<file path="src/hw/rtl/ams_pkg.sv">
// Shared types, constants and codes for the adjacency matrix store.
package ams_pkg;

  localparam int MAX_VERTICES = 64;
  localparam int WEIGHT_BITS  = 16;

  localparam int VTX_BITS   = $clog2(MAX_VERTICES);
  localparam int ADDR_BITS  = 2 * VTX_BITS;
  localparam int MEM_DEPTH  = MAX_VERTICES * MAX_VERTICES;
  localparam int CNT_BITS   = $clog2(MAX_VERTICES + 1);

  // Fixed port widths of the block.
  localparam int FUNC_BITS  = 2;
  localparam int PORT_VTX   = 6;
  localparam int IO_WEIGHT  = 16;
  localparam int EC_BITS    = 16;
  localparam int CFG_BITS   = 7;
  localparam int CMP_BITS   = 8;

  localparam logic [CFG_BITS-1:0] CFG_RESET = CFG_BITS'(64);
  localparam logic [EC_BITS-1:0]  EC_MAX    = {EC_BITS{1'b1}};

  localparam longint WGT_MAX = (longint'(1) <<< (WEIGHT_BITS - 1)) - 1;
  localparam longint WGT_MIN = -WGT_MAX - 1;

  localparam int CMDQ_DEPTH = 2;
  localparam int RESQ_DEPTH = 2;

  typedef enum logic [FUNC_BITS-1:0] {
    FN_ADD  = 2'd0,
    FN_GET  = 2'd1,
    FN_CONN = 2'd2,
    FN_LIST = 2'd3
  } func_t;

  // One classified operation, passed from the front to the back.
  typedef struct packed {
    func_t                         func;
    logic [VTX_BITS-1:0]           row;
    logic [VTX_BITS-1:0]           col;
    logic signed [WEIGHT_BITS-1:0] wgt;
    logic                          range_err;
  } cmd_t;

  // One result item.
  typedef struct packed {
    logic signed [IO_WEIGHT-1:0] read_weight;
    logic                        connected;
    logic [PORT_VTX-1:0]         neighbor;
    logic                        neighbor_valid;
    logic [EC_BITS-1:0]          edge_count;
    logic                        range_error;
    logic                        last;
  } res_t;

endpackage

</file>
<file path="src/hw/rtl/ams_cmd_queue.sv">
// Short queue of classified operations between the front and the back.
module ams_cmd_queue import ams_pkg::*; (
  input  logic clk,
  input  logic rst_n,
  input  logic push,
  input  cmd_t din,
  output logic full,
  input  logic pop,
  output cmd_t dout,
  output logic empty
);

  localparam int PTR_BITS = $clog2(CMDQ_DEPTH);
  localparam int CQ_CNT_BITS = $clog2(CMDQ_DEPTH + 1);

  cmd_t                   mem_r [CMDQ_DEPTH];
  logic [PTR_BITS-1:0]    wptr_r;
  logic [PTR_BITS-1:0]    rptr_r;
  logic [CQ_CNT_BITS-1:0] cnt_r;
  logic                   do_push;
  logic                   do_pop;

  assign full    = cnt_r == CQ_CNT_BITS'(CMDQ_DEPTH);
  assign empty   = cnt_r == '0;
  assign do_push = push && !full;
  assign do_pop  = pop && !empty;
  assign dout    = mem_r[rptr_r];

  always_ff @(posedge clk) begin
    if (!rst_n) begin
      wptr_r <= '0;
      rptr_r <= '0;
      cnt_r  <= '0;
    end else begin
      if (do_push) begin
        wptr_r <= wptr_r + PTR_BITS'(1);
      end
      if (do_pop) begin
        rptr_r <= rptr_r + PTR_BITS'(1);
      end
      if (do_push && !do_pop) begin
        cnt_r <= cnt_r + CQ_CNT_BITS'(1);
      end else if (do_pop && !do_push) begin
        cnt_r <= cnt_r - CQ_CNT_BITS'(1);
      end
    end
  end

  always_ff @(posedge clk) begin
    if (do_push) begin
      mem_r[wptr_r] <= din;
    end
  end

endmodule

</file>
<file path="config.mk">
export PLATFORM = sky130hd
export DESIGN_NAME = ams_cmd_queue
export DESIGN_NICKNAME = d
export VERILOG_FILES = /design/src/hw/rtl/ams_pkg.sv /design/src/hw/rtl/ams_cmd_queue.sv
export SDC_FILE = /design/constraint.sdc
export NUM_CORES = 1
export LEC_CHECK = 0
export ABC_CLOCK_PERIOD_IN_PS = 3690
export BUFFER_PORTS_ARGS = -buffer_cell sky130_fd_sc_hd__buf_2
export CORE_MARGIN = 5
export CORE_UTILIZATION = 37
export DETAILED_ROUTE_END_ITERATION = 16
export PLACE_DENSITY_LB_ADDON = 0.08
export SYNTH_ARGS = -nofsm -noshare
export SYNTH_HDL_FRONTEND = slang
export SYNTH_SLANG_ARGS = --single-unit
</file>
<file path="constraint.sdc">
create_clock -name clk -period 3.69 [get_ports clk]
set_clock_uncertainty 0.05 [all_clocks]
set_input_delay 0.1845 -clock clk [delete_from_list [all_inputs] [get_ports clk]]
set_output_delay 0.1845 -clock clk [all_outputs]
set_load 0.02 [all_outputs]
</file>
==> impl_metrics.yaml <==
logic_synthesis:
  synth_top_cell_by_area: "edfxtp_1"
  syn_inst: 121
  synth_edf_count: 62
  ys_top_cells_by_count: "edfxtp_1 (62), mux2_2 (31), dfxtp_1 (5)"
  synth_top_area_share_pct: 75.7
  synthArstFlopShare_pct: 0
  ys_top_cells_by_area: "edfxtp_1 (76%), mux2_2 (14%), dfxtp_1 (4.1%)"
  avgSynthCellArea_sq_um: 20.3
  ys_warn_count: 0
  synth_most_common_cell: "edfxtp_1"
  synth_area_sq_um: 2460
  yosysUniqueCellTypes: 20
  synth_nets: 157
  ys.flop_type: "edfxtp_1"
  ys_ff_latch: 67
  seq_area_frac_synth_pct: 79.8
final_layout:
  finish.instance_area_sq_um: 3410
  multiInputGateArea_sq_um: 483
  final.fill_count: 549
  antenna_cells: 0
  stdcell_count: 310
  areaGrowthSynthToFinish_pct: 38.5
  drive_above_1_share_pct: 50.6
  nets: 264
  regArea_sq_um: 1960
clock_network:
  cts_buffer_depth: 2
  cts-root-buf: "clkbuf_8"
  cts_buffers: 9
  cts_tree: "done"
  clk_pin_slew_worst_paths_ns: 0.07
  post_cts_buffers: 0
  htree_num_levels: 3
  clkSinkCount: 67
  ctsResizeCount: 0
  worstSkewPairLatency_ns: 0.32
floorplan:
  die_height_um: 91.5
  ioPinCount: 68
  core-area_sq_um: 6420
  die-area_sq_um: 8380
  floorplan.initialDensity_pct: 38.3
  rows: 29
  die_x_um: 91.5
sta:
  min_period_ns: 2.01
  fmax_ghz: 0.497
  worstMarginPinSlew_ns: 0.780
  finalMaxSlewViolations: 0
  slew_headroom_pct: 47.8
  setup_viol: 0
  post-route-period-util_pct: 54.6
  tns_ns: 0
  setup_slack_ns: 1.68
  hold_viol: 0
  rsz0062_at_grt: "false"
power_and_ir_drop:
  swShare_pct: 29.2
  p_switching_mw: 0.666
  p_int_mw: 1.61
  vdd_drop_max_mv: 0.342
  seqPwrFrac_pct: 43.5
  p_comb_share_pct: 29.1
  powerDensity_nw_per_um2: 669
  total_power_mw: 2.28
  p_clk_share_pct: 27.4
  p_leak_nw: 1.30
critical_path:
  startpoint: "cnt_r[0]$_SDFFE_PN0P_"
  worst_r2r_endpoint: "mem_r[0][14]$_DFFE_PP_"
  crit_path_start_kind: "flop"
  r2r_setup_slack_ns: 1.68
  path_class: "flop to flop"
  worstPathArrival_ns: 1.98
  r2r_cells: 4
  worstPathRequired_ns: 3.65
  end_kind: "flop"
  worstSetupEndpoint: "mem_r[0][14]$_DFFE_PP_"
  cp_max_fo: 17
  r2r-start: "cnt_r[0]$_SDFFE_PN0P_"
global_routing:
  antenna_found_initial: 0
  track_usage_pct: 11.9
  grt_max_degree: 32
  grt_pass1_vias: 1612
  gr-total-overflow: 0
  grt_first_pass_wirelength_um: 7500
detailed_routing:
  wirelength_um: 4590
  drtAntennaViolNets: 0
  vias: 1404
  viasPerCell: 4.53
  firstDrtPassIters: 4
  wl_per_cell_um: 14.8
  drt_iter0_drc: 37
  drc: 0
min_path:
  min_path_type: "primary input to flop"
  worstHoldStart: "din[21]"
placed_design:
  placed_area_sq_um: 2900
  numPlacedInstances: 264
  port-buffer-count: 67
  routabilityCongestion: 0.659
  dpl.hpwl_um: 3090
  dpl_worst_slack_ns: 1.66
flow_run:
  max-cap-violations: 0
outcome:
  status: "finished, final reports clean"
[cell type report]
type                            count  area share, %
Clock buffer                       10           3.75
Clock inverter                      6           2.35
Multi-Input combinational cell     49           14.2
Timing Repair Buffer               99           19.1
Sequential cell                    67           57.6
Inverter                            2          0.220
Tap cell                           77           2.83
[metrics by stage]
stage / hold WS (ns) / util [%]
finish: 0.0320 / 53.0
global route: 0.00806 / 53.0
CTS: 0.00830 / 53.0
detailed placement: 0.328 / 45.1
global placement: 0.322 / 45.1
floorplan: 0.233 / -
[power groups by stage]
stage                     combinational, mW  clock [mW]  sequential (mW)
after detailed placement              0.652           0             1.01
after CTS                             0.681       0.646            0.994
after global routing                  0.723       0.679             1.00
after global placement                0.641           0             1.00
after floorplan                       0.450           0             1.00
final                                 0.664       0.624            0.992
[per-layer routing]
metal | GRT usage [%] | vias to the layer above | share of wire [%]
met5 | 0 | - | 0
li1 | - | 683 | -
met2 | 21.4 | 43 | 53
met4 | 6.78 | 0 | 1.8
met3 | 3.55 | 6 | 5.6
met1 | 12.1 | 672 | 39
[worst min path at each step]
| stage | end | slack [ns] | cells past startpoint |
|---|---|---|---|
| finish | mem_r[1][21]$_DFFE_PP_ | 0.03 | 1 |
| global route | mem_r[1][21]$_DFFE_PP_ | 0.008 | 1 |
| CTS | mem_r[1][21]$_DFFE_PP_ | 0.008 | 1 |
| detailed placement | mem_r[1][4]$_DFFE_PP_ | 0.33 | 1 |
| global placement | mem_r[1][23]$_DFFE_PP_ | 0.32 | 1 |
| floorplan | mem_r[0][0]$_DFFE_PP_ | 0.23 | 0 |
[registers in the layout, indices dropped and copies added (netlist names), named ones only]
register,cells
mem_r,62
cnt_r,2
rptr_r,1
wptr_r,1
[logic make-up after synthesis]
group | after synthesis | synth area share [%]
flops | 67 | 79.8
mux | 31 | 14.2
simple gates | 9 | 2.24
compound gates | 5 | 1.32
buf+inv | 5 | 0.915
xor+xnor | 3 | 1.07
fa+ha+maj | 1 | 0.509
[what timing repair did]
| item | in CTS | in global routing |
|---|---|---|
| hold buffers | 30 | 0 |
| setup endpoints to repair | 0 | 0 |
| endpoints found under the hold margin | 59 | 0 |
[critical path, stage by stage (launching register included)]
cell,delay [ns]
dfxtp_1,0.43
nand2b_1,0.18
inv_2,0.07
nor3_4,0.60
buf_4,0.37
[layout by cell type (no fill, tap or decap), drive strengths merged]
master,netlist,routed
buf,3,69
edfxtp,62,62
mux2,31,31
dlygate4sd3,0,30
clkbuf,0,10
dfxtp,5,5
clkinv,0,4
and2,3,3
nor2,2,2
xnor2,2,2
bufinv,0,2
inv,2,2
o21ai,2,2
a21boi,2,2
nand2b,1,1
and3,1,1
nor3,1,1
o21a,1,1
xor2,1,1
or3,1,1
ha,1,1
(Power assumes the default switching activity.)
