### src/hw/rtl/ams_pkg.sv
// Shared types, constants and codes for the adjacency matrix store.
package ams_pkg;

  localparam int MAX_VERTICES = 64;
  localparam int WEIGHT_BITS  = 16;

  localparam int VTX_BITS   = $clog2(MAX_VERTICES);
  localparam int ADDR_BITS  = 2 * VTX_BITS;
  localparam int MEM_DEPTH  = MAX_VERTICES * MAX_VERTICES;
  localparam int CNT_BITS   = $clog2(MAX_VERTICES + 1);

  // Fixed port widths of the block.
  localparam int FUNC_BITS  = 2;
  localparam int PORT_VTX   = 6;
  localparam int IO_WEIGHT  = 16;
  localparam int EC_BITS    = 16;
  localparam int CFG_BITS   = 7;
  localparam int CMP_BITS   = 8;

  localparam logic [CFG_BITS-1:0] CFG_RESET = CFG_BITS'(64);
  localparam logic [EC_BITS-1:0]  EC_MAX    = {EC_BITS{1'b1}};

  localparam longint WGT_MAX = (longint'(1) <<< (WEIGHT_BITS - 1)) - 1;
  localparam longint WGT_MIN = -WGT_MAX - 1;

  localparam int CMDQ_DEPTH = 2;
  localparam int RESQ_DEPTH = 2;

  typedef enum logic [FUNC_BITS-1:0] {
    FN_ADD  = 2'd0,
    FN_GET  = 2'd1,
    FN_CONN = 2'd2,
    FN_LIST = 2'd3
  } func_t;

  // One classified operation, passed from the front to the back.
  typedef struct packed {
    func_t                         func;
    logic [VTX_BITS-1:0]           row;
    logic [VTX_BITS-1:0]           col;
    logic signed [WEIGHT_BITS-1:0] wgt;
    logic                          range_err;
  } cmd_t;

  // One result item.
  typedef struct packed {
    logic signed [IO_WEIGHT-1:0] read_weight;
    logic                        connected;
    logic [PORT_VTX-1:0]         neighbor;
    logic                        neighbor_valid;
    logic [EC_BITS-1:0]          edge_count;
    logic                        range_error;
    logic                        last;
  } res_t;

endpackage

### src/hw/rtl/ams_front.sv
// Front end: vertex count register, range check and operation classification.
module ams_front import ams_pkg::*; (
  input  logic                  clk,
  input  logic                  rst_n,
  input  logic                  push,
  output logic                  full,
  input  logic [FUNC_BITS-1:0]  in_func,
  input  logic [PORT_VTX-1:0]   in_from_vertex,
  input  logic [PORT_VTX-1:0]   in_to_vertex,
  input  logic signed [IO_WEIGHT-1:0] in_weight,
  input  logic                  cfg_valid,
  output logic                  cfg_ready,
  input  logic [CFG_BITS-1:0]   cfg_vertex_count,
  input  logic                  clearing,
  input  logic                  cq_full,
  output logic                  cq_push,
  output cmd_t                  cq_din,
  output logic [CNT_BITS-1:0]   eff_cnt
);

  logic [CFG_BITS-1:0] vcount_r;
  logic [CFG_BITS-1:0] vcount_nxt;
  logic                row_ok;
  logic                col_ok;
  func_t               fn;

  // Clamp an input weight into the signed range of the store.
  function automatic logic signed [WEIGHT_BITS-1:0] fit_weight(
    input logic signed [IO_WEIGHT-1:0] w
  );
    logic signed [32:0] v;
    logic signed [32:0] hi;
    logic signed [32:0] lo;
    v  = 33'(w);
    hi = 33'(WGT_MAX);
    lo = 33'(WGT_MIN);
    if (v > hi) begin
      v = hi;
    end
    if (v < lo) begin
      v = lo;
    end
    return WEIGHT_BITS'(v);
  endfunction

  assign cfg_ready  = 1'b1;
  assign vcount_nxt = (cfg_valid && cfg_ready) ? cfg_vertex_count : vcount_r;

  always_ff @(posedge clk) begin
    if (!rst_n) begin
      vcount_r <= CFG_RESET;
    end else begin
      vcount_r <= vcount_nxt;
    end
  end

  assign eff_cnt = (vcount_r > CFG_BITS'(MAX_VERTICES)) ? CNT_BITS'(MAX_VERTICES)
                                                        : CNT_BITS'(vcount_r);

  assign fn     = func_t'(in_func);
  assign row_ok = CMP_BITS'(in_from_vertex) < CMP_BITS'(eff_cnt);
  assign col_ok = CMP_BITS'(in_to_vertex) < CMP_BITS'(eff_cnt);

  always_comb begin
    cq_din           = '0;
    cq_din.func      = fn;
    cq_din.row       = VTX_BITS'(in_from_vertex);
    cq_din.col       = VTX_BITS'(in_to_vertex);
    cq_din.wgt       = fit_weight(in_weight);
    cq_din.range_err = !row_ok || ((fn != FN_LIST) && !col_ok);
  end

  assign full    = cq_full || clearing;
  assign cq_push = push && !full;

endmodule

### config.mk
export PLATFORM = sky130hd
export DESIGN_NAME = ams_front
export DESIGN_NICKNAME = d
export VERILOG_FILES = /design/src/hw/rtl/ams_pkg.sv /design/src/hw/rtl/ams_front.sv
export SDC_FILE = /design/constraint.sdc
export NUM_CORES = 1
export LEC_CHECK = 0
export ABC_AREA = 1
export BUFFER_PORTS_ARGS = -buffer_cell sky130_fd_sc_hd__buf_2
export CAP_MARGIN = 20
export CELL_PAD_IN_SITES_DETAIL_PLACEMENT = 0
export CELL_PAD_IN_SITES_GLOBAL_PLACEMENT = 1
export CORE_AREA = 2 2 56 79
export DETAILED_ROUTE_END_ITERATION = 6
export DIE_AREA = 0 0 58 81
export GPL_TIMING_DRIVEN = 0
export PLACE_DENSITY_LB_ADDON = 0.15
export SLEW_MARGIN = 20
export SYNTH_ARGS = -nofsm -noshare
export SYNTH_HDL_FRONTEND = slang
export SYNTH_SLANG_ARGS = --single-unit
### constraint.sdc
create_clock -name clk -period 1.9 [get_ports clk]
set_clock_uncertainty 0.2 [all_clocks]
set_input_delay 0.19 -clock clk [delete_from_list [all_inputs] [get_ports clk]]
set_output_delay 0.19 -clock clk [all_outputs]
set_load 0.02 [all_outputs]
==> flow_summary.yaml <==
floorplanning:
  die_h_um: 81
  core-area_um2: 4060
  die_w_um: 58
  pin_count: 84
  row_count: 28
  dieArea_um2: 4700
  initial_core_util_pct: 18.2
layout:
  area_growth_pct: 81.2
  nets: 252
  n_antenna_cell: 0
  fin_util_pct: 32.9
  regMostFlops: "vcount_r"
  largestRegisters: "vcount_r (7)"
  largest_reg_flops: 7
  post_route_cells_drive_above_1_share_pct: 51.0
sta:
  tns_ps: -166
  max_freq_ghz: 0.484
  drv_slew: 0
  setup_viol_count_final: 1
  hold_viol_final: 1
  final.setup.worst_slack_ps: -166
  finalCriticalPeriod_ps: 2070
  hold_ws_ps: -3.11
  fin_crit_sh_pct: 109
  rsz0062_at_grt: "yes"
synthesis:
  synth_top_area_share_pct: 19.0
  synth_compound_area_share_pct: 10.2
  synth_warnings: 0
  syn-num-nets: 174
  synth_top_cells_by_count: "24 x nand2_1, 17 x clkbuf_1, 16 x nor2_1"
  synth_cells: 121
  synth_xor_area_share_pct: 0
  synth_mux_area_share_pct: 0
  yosysMostFrequentCell: "nand2_1"
  syn_avg_cell_area_um2: 6.10
  synth_seq_cells: 7
  synth_fa_ha_area_share_pct: 16.9
  synth_top_cells_by_area: "dfxtp_1 19%, ha_1 17%, buf_4 15%"
  ys_seq_area_share_pct: 19.0
  synth.distinct_cells: 15
  synth.cell_area_um2: 738
  yosys.area.top_type: "dfxtp_1"
  synth_simple_gate_area_share_pct: 21.9
  synth_top_family_by_area: "buffers and inverters"
  synth_ff_type: "dfxtp_1"
  synth-edff-count: 0
  synthArstFlopShare_pct: 0
power:
  total_leakage_power_nw: 0.772
  intPower_w: 0.000428
  share_seq_of_total_power_pct: 26.5
  p_sw_share_pct: 33.6
  comb_power_share_pct: 41.5
  p_clk_share_pct: 32.0
  powerDensity_nw_per_um2: 482
  max-vdd-ir-drop_v: 0.000424
  p_sw_w: 0.000216
worst_hold_path:
  min_path_type: "in -> reg"
  min_path_cells: 3
worst_setup_path:
  crit_path_start_kind: "register"
  cp.required_ps: 1510
  max_stage_delay_ps: 350
  worst_r2r_path_depth: 3
  crit_path_frequent_cell: "nand2_1"
  cp_data_arrival_time_ps: 1680
  cp-end-kind: "output port"
  cp_max_fo: 5
  path_class: "reg -> out"
  cp_slowest_cell: "dfxtp_4"
  crit_chain: "inv_8 > nand2_8 > ha_4 > nand2_1 > clkinv_1 > nand2_1 > nand2_1 > nand2_1 > nand2_1 > nand2_1 > nand2_1 > nand2_1 > a21oi_2 > buf_6"
detailed_routing:
  detail-route-antenna-nets: 0
  viasPerCell: 3.80
  drc_errors: 0
  wl_per_cell_um: 8.35
  dr.pass1.iters: 4
  vias: 923
  drt_iter0_drc: 11
  routed_wl_um: 2030
cts:
  clk_pin_slew_ps: 40
  cts_tree: "built"
  clock_sinks: 7
  cts_inserted_buffers: 3
  htree_num_levels: 1
  ctsLongestPathBuffers: 2
  clock_latency_ps: 220
  clockRootBuffer: "clkbuf_8"
grt:
  antenna_found_initial: 0
  grt_use_total_pct: 7.75
  grt_max_degree: 10
  grt_overflow: 0
  first_global_vias: 729
  grt_first_pass_wirelength_um: 2950
outcome:
  outcome: "finished, violations left"
  violations: "negative hold slack, negative setup slack"
placed_design:
  place_congestion: 0.681
  io_buffers: 66
  dp_hpwl_um: 1760
flow_run:
  cap_violations: 0
==> kinds of logic (layout without fill, tap and decap cells) <==
family | count (synthesis) | in the layout
buffers and inverters | 47 | 124
AND/OR/NAND/NOR | 42 | 42
AO/OA/AOI/OAI | 14 | 14
adder cells (fa/ha/maj) | 10 | 10
flip-flops | 7 | 7
other | 1 | 1
==> path summary, 6_finish.rpt <==
kind                             from     endpoint  slack [ps]
setup reg to reg          vcount_r[6]  vcount_r[6]         940
setup / recovery          vcount_r[6]    cq_din[0]        -170
hold reg to reg           vcount_r[4]  vcount_r[4]         350
hold / removal    cfg_vertex_count[5]  vcount_r[5]          -3
==> through the flow <==
step / hold WS (ps) / std cells / cell area (µm²) / power, W / worst slack [ps]
CTS: 0.908 / 243 / 1300 / 0.000648 / -199
detailed placement: 218 / 232 / 1130 / 0.000410 / -189
global placement: 211 / 232 / 1130 / 0.000407 / -173
global route: 7.14 / 243 / 1340 / 0.000695 / -314
floorplan: 88.6 / 121 / 742 / 0.000322 / 66.1
finish: -3.11 / 243 / 1340 / 0.000644 / -166
==> worst max-delay path: cells and delay by family, from the launching register on <==
kind,cells,cell delay (ps)
AO/OA/AOI/OAI,1,130
flip-flops,1,350
adder cells (fa/ha/maj),1,260
buffers and inverters,3,250
AND/OR/NAND/NOR,9,480
==> power groups by stage <==
stage	registers, W	logic [W]	clock network (W)
2_1_floorplan	0.000167	0.000155	0
3_3_place_gp	0.000169	0.000238	0
3_5_place_dp	0.000170	0.000240	0
4_1_cts	0.000170	0.000265	0.000213
5_1_grt	0.000172	0.000298	0.000224
6_report	0.000171	0.000267	0.000206
==> per-layer routing <==
layer	GRT usage [%]	part of all wire [%]	vias up
li1	-	-	495
met1	9.25	38	389
met4	2.79	0	0
met3	1.27	8.7	0
met2	13.8	53	39
met5	0	0	-
==> area by class of cell <==
| type | count | area [µm²] |
|---|---|---|
| fill | 466 | 2730 |
| tap | 45 | 56.3 |
| multi-input combinational | 67 | 452 |
| sequential | 7 | 145 |
| buffer | 32 | 176 |
| inverter | 15 | 63.8 |
| clock buffer | 4 | 45.0 |
| timing repair buffer | 73 | 399 |
==> timing repair <==
item / 4_1_cts / 5_1_grt
gates cloned: 0 / 0
setup buffers: 3 / 0
pin swaps: 3 / 0
hold endpoints to repair: 4 / 0
hold buffers: 4 / 0
gates resized for setup: 15 / 6
setup endpoints to repair: 1 / 1
==> layout by cell type (no fill, tap or decap), types with 3 or more instances in the layout <==
cell type,n
inv_1,13
buf_2,65
nand2_1,20
buf_4,18
ha_4,4
clkbuf_8,3
o21ai_0,6
dfxtp_1,5
a21oi_1,4
ha_1,6
dlygate4sd3_1,4
clkbuf_1,18
nor2_1,16
Note: power is estimated with default switching activity, not from simulation.
